File: src/domq_pkg.sv
// Shared types and constants for the deadline ordered message queue.
package domq_pkg;

  localparam logic [1:0] CMD_POST   = 2'd0;
  localparam logic [1:0] CMD_REMOVE = 2'd1;
  localparam logic [1:0] CMD_POLL   = 2'd2;

  localparam logic [2:0] ST_POSTED    = 3'd0;
  localparam logic [2:0] ST_FULL      = 3'd1;
  localparam logic [2:0] ST_HALT_REJ  = 3'd2;
  localparam logic [2:0] ST_DELIVERED = 3'd3;
  localparam logic [2:0] ST_NONE_DUE  = 3'd4;
  localparam logic [2:0] ST_REMOVED   = 3'd5;
  localparam logic [2:0] ST_IGNORED   = 3'd6;

  localparam int unsigned  DUE_W     = 48;
  localparam logic [47:0]  DUE_MAX   = 48'hFFFF_FFFF_FFFF;
  localparam logic [9:0]   MS_TO_US  = 10'd1000;

  typedef struct packed {
    logic [47:0] due;
    logic [7:0]  handler;
    logic [31:0] kind;
    logic [63:0] arg_one;
    logic [63:0] arg_two;
  } entry_t;

  // Controller to datapath commands.
  typedef struct packed {
    logic load;      // latch the input item
    logic calc_due;  // register the saturated due time
    logic scan_rd;   // issue a read at the scan index
    logic ins_step;  // post walk step (uses read data)
    logic rem_step;  // remove walk step
    logic poll_step; // poll walk step
    logic write_new; // write the new entry, or the last displaced one, at the end slot
    logic finish;    // commit the count and emit a result
    logic [2:0] status;
  } ctl_t;

  typedef struct packed {
    logic [1:0] cmd;
    logic       full;
    logic       empty;
    logic       scan_done;
    logic       head_due;
  } sts_t;

endpackage

File: src/domq_ctrl.sv
// Controller state machine sequencing one command over the entry memory.
module domq_ctrl
  import domq_pkg::*;
(
  input  logic clk,
  input  logic rst,
  input  logic start,
  input  logic halted,
  input  sts_t sts,
  output logic busy,
  output ctl_t ctl
);

  localparam logic [2:0] S_IDLE  = 3'd0;
  localparam logic [2:0] S_DEC   = 3'd1;
  localparam logic [2:0] S_INS   = 3'd2;
  localparam logic [2:0] S_REM   = 3'd3;
  localparam logic [2:0] S_PHEAD = 3'd4;
  localparam logic [2:0] S_PSHFT = 3'd5;
  localparam logic [2:0] S_FIN   = 3'd6;

  logic [2:0] state, state_next;
  logic       halt_q;

  always_comb begin
    state_next = state;
    ctl        = '0;
    ctl.status = ST_NONE_DUE;
    unique case (state)
      S_IDLE: begin
        if (start) begin
          ctl.load   = 1'b1;
          state_next = S_DEC;
        end
      end
      S_DEC: begin
        ctl.calc_due = 1'b1;
        if (sts.cmd == CMD_POST) begin
          if (halt_q) begin
            ctl.finish = 1'b1; ctl.status = ST_HALT_REJ; state_next = S_IDLE;
          end else if (sts.full) begin
            ctl.finish = 1'b1; ctl.status = ST_FULL; state_next = S_IDLE;
          end else if (sts.empty) begin
            state_next = S_FIN;
          end else begin
            ctl.scan_rd = 1'b1; state_next = S_INS;
          end
        end else if (sts.cmd == CMD_REMOVE) begin
          if (halt_q) begin
            ctl.finish = 1'b1; ctl.status = ST_IGNORED; state_next = S_IDLE;
          end else if (sts.empty) begin
            ctl.finish = 1'b1; ctl.status = ST_REMOVED; state_next = S_IDLE;
          end else begin
            ctl.scan_rd = 1'b1; state_next = S_REM;
          end
        end else if (sts.cmd == CMD_POLL) begin
          if (halt_q) begin
            ctl.finish = 1'b1; ctl.status = ST_IGNORED; state_next = S_IDLE;
          end else if (sts.empty) begin
            ctl.finish = 1'b1; state_next = S_IDLE;
          end else begin
            ctl.scan_rd = 1'b1; state_next = S_PHEAD;
          end
        end else begin
          ctl.finish = 1'b1; state_next = S_IDLE;
        end
      end
      S_INS: begin
        ctl.ins_step = 1'b1;
        if (sts.scan_done) begin
          state_next = S_FIN;
        end else begin
          ctl.scan_rd = 1'b1;
        end
      end
      S_FIN: begin
        ctl.write_new = 1'b1;
        ctl.finish    = 1'b1;
        ctl.status    = ST_POSTED;
        state_next    = S_IDLE;
      end
      S_REM: begin
        ctl.rem_step = 1'b1;
        if (sts.scan_done) begin
          ctl.finish = 1'b1; ctl.status = ST_REMOVED; state_next = S_IDLE;
        end else begin
          ctl.scan_rd = 1'b1;
        end
      end
      S_PHEAD: begin
        if (!sts.head_due) begin
          ctl.finish = 1'b1; state_next = S_IDLE;
        end else begin
          ctl.poll_step = 1'b1;
          if (sts.scan_done) begin
            ctl.finish = 1'b1; ctl.status = ST_DELIVERED; state_next = S_IDLE;
          end else begin
            ctl.scan_rd = 1'b1; state_next = S_PSHFT;
          end
        end
      end
      S_PSHFT: begin
        ctl.poll_step = 1'b1;
        if (sts.scan_done) begin
          ctl.finish = 1'b1; ctl.status = ST_DELIVERED; state_next = S_IDLE;
        end else begin
          ctl.scan_rd = 1'b1;
        end
      end
      default: state_next = S_IDLE;
    endcase
  end

  always_ff @(posedge clk) begin
    if (rst) begin
      state <= S_IDLE;
    end else begin
      state <= state_next;
    end
    if (start && state == S_IDLE) begin
      halt_q <= halted;
    end
  end

  assign busy = (state != S_IDLE);

endmodule

File: config.mk
export PLATFORM = sky130hd
export DESIGN_NAME = domq_ctrl
export DESIGN_NICKNAME = d
export VERILOG_FILES = /design/src/domq_pkg.sv /design/src/domq_ctrl.sv
export SDC_FILE = /design/constraint.sdc
export NUM_CORES = 1
export LEC_CHECK = 0
export BUFFER_PORTS_ARGS = -buffer_cell sky130_fd_sc_hd__clkbuf_2
export CAP_MARGIN = 40
export CELL_PAD_IN_SITES_DETAIL_PLACEMENT = 1
export CELL_PAD_IN_SITES_GLOBAL_PLACEMENT = 1
export CORE_MARGIN = 4
export CORE_UTILIZATION = 29
export CTS_CLUSTER_DIAMETER = 80
export DETAILED_ROUTE_END_ITERATION = 7
export GPL_ROUTABILITY_DRIVEN = 0
export PLACE_DENSITY = 0.75
export SETUP_SLACK_MARGIN = 0.3
export SLEW_MARGIN = 20
export SYNTH_ARGS = -nofsm -noshare
export SYNTH_HDL_FRONTEND = slang
export SYNTH_SLANG_ARGS = --single-unit
File: constraint.sdc
create_clock -name clk -period 1.23 [get_ports clk]
set_clock_uncertainty 0.05 [all_clocks]
set_input_delay 0.1845 -clock clk [delete_from_list [all_inputs] [get_ports clk]]
set_output_delay 0.1845 -clock clk [all_outputs]
set_load 0.05 [all_outputs]
==> results of run 1 <==
[per-stage QoR]
stage / worst slack, ns / hold WS, ns / util [%] / instances
floorplan: -0.452 / 0.199 / - / 70
global placement: -0.255 / 0.326 / 65.9 / 147
detailed placement: -0.317 / 0.328 / 65.9 / 147
[logic make-up after synthesis]
kind of cell	Yosys count	share of synthesized area [%]
DFF	4	16.6
muxes	2	3.68
AOI/OAI and AO/OA	24	33.6
buffers and inverters	11	10.8
and+or+nand+nor	28	33.8
xor gates and xnor gates	1	1.61
==> flow_metrics.env, run 1 <==
export IMPL_postCtsHoldBufs=0
export IMPL_synth_avg_cell_area_um2=7.78
export IMPL_syn_nets=80
export IMPL_synth_area_leaders="dfxtp_1 11%, nor2_1 6.2%, edfxtp_1 5.5%"
export IMPL_clk_path_buf_depth=2
export IMPL_syn_area_um2=544
export IMPL_postSynth_asyncResetShare_pct=0
export IMPL_yosysSeqAreaShare_pct=16.6
export IMPL_synthCells=70
export IMPL_initial_utilization_pct=31.2
export IMPL_dieHeight_um=51.3
export IMPL_error="[ERROR DPL-0033] detailed placement checks failed during check placement."
export IMPL_yosys_top_cells_count="9 x nor2_1, 6 x inv_1, 5 x o21ai_0"
export IMPL_cts_setup_buffers=8
export IMPL_lastStage="4_1_cts"
export IMPL_ctsResizeCount=47
export IMPL_ios=22
export IMPL_cts_buffers=3
export IMPL_cts_sinks=4
export IMPL_hpwl_mm=2.04
export IMPL_synth_distinct_cells=37
export IMPL_yosys_warnings=0
export IMPL_portBuffers=21
export IMPL_htree_levels=1
export IMPL_rows=15
export IMPL_synth_most_common_cell="nor2_1"
export IMPL_synthFlopType="dfxtp_1"
export IMPL_status="stopped before the end"
export IMPL_yosys_area_top_type="dfxtp_1"
export IMPL_clock_root_buffer="clkbuf_4"
export IMPL_die_w_um=51.3
export IMPL_ys_ff_latch=4
export IMPL_synth_edff_count=1
export IMPL_placed_area_mm2=0.00115
export IMPL_synth_top_area_share_pct=11.0
==> run 2, diff against run 1 <==
Settings changed: CELL_PAD_IN_SITES_DETAIL_PLACEMENT 1 to default, CELL_PAD_IN_SITES_GLOBAL_PLACEMENT 1 to default, CORE_AREA from default to 4 4 65 67, CORE_MARGIN 4 to default, CORE_UTILIZATION 29 to default, CTS_CLUSTER_DIAMETER 80 to default, DIE_AREA from default to 0 0 69 71, PLACE_DENSITY 0.75 to default, PLACE_DENSITY_LB_ADDON from default to 0.15, SETUP_SLACK_MARGIN 0.3 to default.
Clock period 1.23 ns to 1.6 ns, I/O delays scaled along.
==> run 2 against run 1 <==
Effect of this change: the flow now finishes, with violations (setup timing); synthesized cell count unchanged; area after synthesis unchanged.
==> flow_metrics.env, run 2 <==
export IMPL_dieHeight_um=71
export IMPL_hold_depth=1
export IMPL_critPathLaunchType="register"
export IMPL_cts_buffers=3
export IMPL_p_leak_nw=0.550
export IMPL_worstSetupEndpointType="primary output"
export IMPL_wl_mm=2.01
export IMPL_status="complete, but fails checks"
export IMPL_grt_pass1_wl_mm=3.50
export IMPL_ant_nets=0
export IMPL_layout_nets=133
export IMPL_first_global_vias=768
export IMPL_vdd_drop_max_mv=0.214
export IMPL_portBuffers=21
export IMPL_syn_to_final_growth_pct=139
export IMPL_layout_common_cells="27 x buf_4, 9 x clkbuf_2, 6 x buf_12"
export IMPL_largest_register_ffs=3
export IMPL_tightest_slew_ns=0.276
export IMPL_die_area_mm2=0.00490
export IMPL_hold_viol_final=0
export IMPL_cts_tree="built"
export IMPL_ios=22
export IMPL_min_period_ns=1.67
export IMPL_synth_top_area_share_pct=11.0
export IMPL_final_common_cell="buf_4"
export IMPL_whs_endpoint="halt_q"
export IMPL_drc=0
export IMPL_synth_most_common_cell="nor2_1"
export IMPL_first_pass_iters=4
export IMPL_core_area_mm2=0.00363
export IMPL_syn_nets=80
export IMPL_htree_levels=1
export IMPL_regMostFlops="state"
export IMPL_initialDrtViolationCount=50
export IMPL_yosys_warnings=0
export IMPL_power_total_uw=624
export IMPL_postSynth_asyncResetShare_pct=0
export IMPL_synthFlopType="dfxtp_1"
export IMPL_r2r_cells=6
export IMPL_antenna_found_initial=0
export IMPL_fin_area_mm2=0.00130
export IMPL_clock_fmax_ghz=0.597
export IMPL_slew_headroom_pct=81.1
export IMPL_holdWs_ns=0.152
export IMPL_setup_viol=6
export IMPL_hpwl_mm=1.56
export IMPL_regToRegStartpoint="state[2]"
export IMPL_vias=727
export IMPL_fin_setup_tns_ns=-0.279
export IMPL_synth_avg_cell_area_um2=7.78
export IMPL_grt_max_degree=10
export IMPL_reg_largest_list="state: 3 flops, halt_q: 1 flops"
export IMPL_initial_utilization_pct=15.0
export IMPL_grt_ovfl_total=0
export IMPL_synth_area_leaders="dfxtp_1 11%, nor2_1 6.2%, edfxtp_1 5.5%"
export IMPL_clock_root_buffer="clkbuf_8"
export IMPL_placed_area_um2=988
export IMPL_rows=22
export IMPL_vias_per_cell=4.28
export IMPL_worstReg2RegEnd="state[2]"
export IMPL_yosysSeqAreaShare_pct=16.6
export IMPL_reg2reg_slack_ns=0.20
export IMPL_grt_usage_pct=8.47
export IMPL_dp_cells=156
export IMPL_yosys_area_top_type="dfxtp_1"
export IMPL_holdCritStartpoint="halted"
export IMPL_crit_path_max_fanout=5
export IMPL_cts_clk_slew_worst_paths_ns=0.04
export IMPL_drv_slew=0
export IMPL_synthCells=70
export IMPL_synth_edff_count=1
export IMPL_hp_class="in -> reg"
export IMPL_die_w_um=69
export IMPL_drv_cap=0
export IMPL_clock_latency_ns=0.22
export IMPL_final_layout_size_suffix_gt1_share_pct=71.3
export IMPL_num_antenna_cells=0
export IMPL_stdcell_count=170
export IMPL_syn_area_um2=544
export IMPL_post_route_period_util_pct=105
export IMPL_path_class="reg -> out"
export IMPL_postCtsHoldBufs=0
export IMPL_p_per_area_mw_per_mm2=480
export IMPL_grt_setup_unrepaired="true"
export IMPL_wl_per_cell_um=11.8
export IMPL_synth_distinct_cells=37
export IMPL_violations="setup timing"
export IMPL_worst_ep_required_time_ns=1.31
export IMPL_ys_ff_latch=4
export IMPL_crit_arrival_ns=1.38
export IMPL_yosys_top_cells_count="9 x nor2_1, 6 x inv_1, 5 x o21ai_0"
export IMPL_clk_path_buf_depth=2
export IMPL_cts_sinks=4
export IMPL_layout_setup_ws_ns=-0.0745
run 2: cell counts after synthesis:
Identical to the previous run, type by type.
run 2: metal layers:
layer	track usage, %	share of wire (%)	routed length [µm]
met3	1.42	3.9	79
met4	3.69	1.3	27
met2	13.8	50	1010
met1	11.0	45	893
met5	0	0	0
run 2: logic make-up (layout without fill, tap and decap cells):
logic type | Yosys count | count (layout) | synth area share [%]
simple gates | 28 | 28 | 33.8
compound gates | 24 | 24 | 33.6
buf+inv | 11 | 63 | 10.8
flops | 4 | 4 | 16.6
mux | 2 | 2 | 3.68
xor+xnor | 1 | 1 | 1.61
run 2: cell type report:
cell class | count | area, µm²
Inverter | 6 | 26.3
Fill cell | 386 | 2330
Clock buffer | 4 | 45.0
Tap cell | 48 | 60.1
Timing Repair Buffer | 53 | 517
Sequential cell | 4 | 101
Multi-Input combinational cell | 55 | 552
run 2: what timing repair did:
item	in CTS	in global routing
resized for setup	32	20
setup buffers	9	2
pin swaps	9	8
endpoints found under the setup margin	13	10
run 2: metrics by stage:
stage | worst slack [ns] | util [%]
floorplan | -0.0895 | -
global placement | -0.0645 | 27.2
detailed placement | -0.0770 | 27.2
CTS | -0.0844 | 33.5
global route | -0.179 | 35.8
finish | -0.0745 | 35.8
run 2: how the worst max path moves through the flow:
stage / cells past startpoint / to / slack (ns) / from
floorplan: 3 / halt_q / -0.09 / state[0]
finish: 7 / ctl[8] / -0.07 / state[0]
global route: 7 / ctl[3] / -0.18 / state[0]
detailed placement: 5 / ctl[0] / -0.08 / state[1]
global placement: 5 / ctl[0] / -0.06 / state[1]
CTS: 7 / ctl[3] / -0.08 / state[2]
run 2: critical path: stages (launching register included):
cell and delay [ns]:
dfxtp_4 0.37, buf_12 0.11, nor2_4 0.03, buf_6 0.11, nor2_4 0.14, nor2_2 0.06, o2bb2ai_2 0.18, buf_12 0.16
run 2: report_power, final:
part	internal (mW)	total [mW]	switching (mW)
Sequential	0.106	0.113	0.00656
Combinational	0.141	0.287	0.145
Clock	0.170	0.225	0.0543
(Power assumes the default switching activity.)
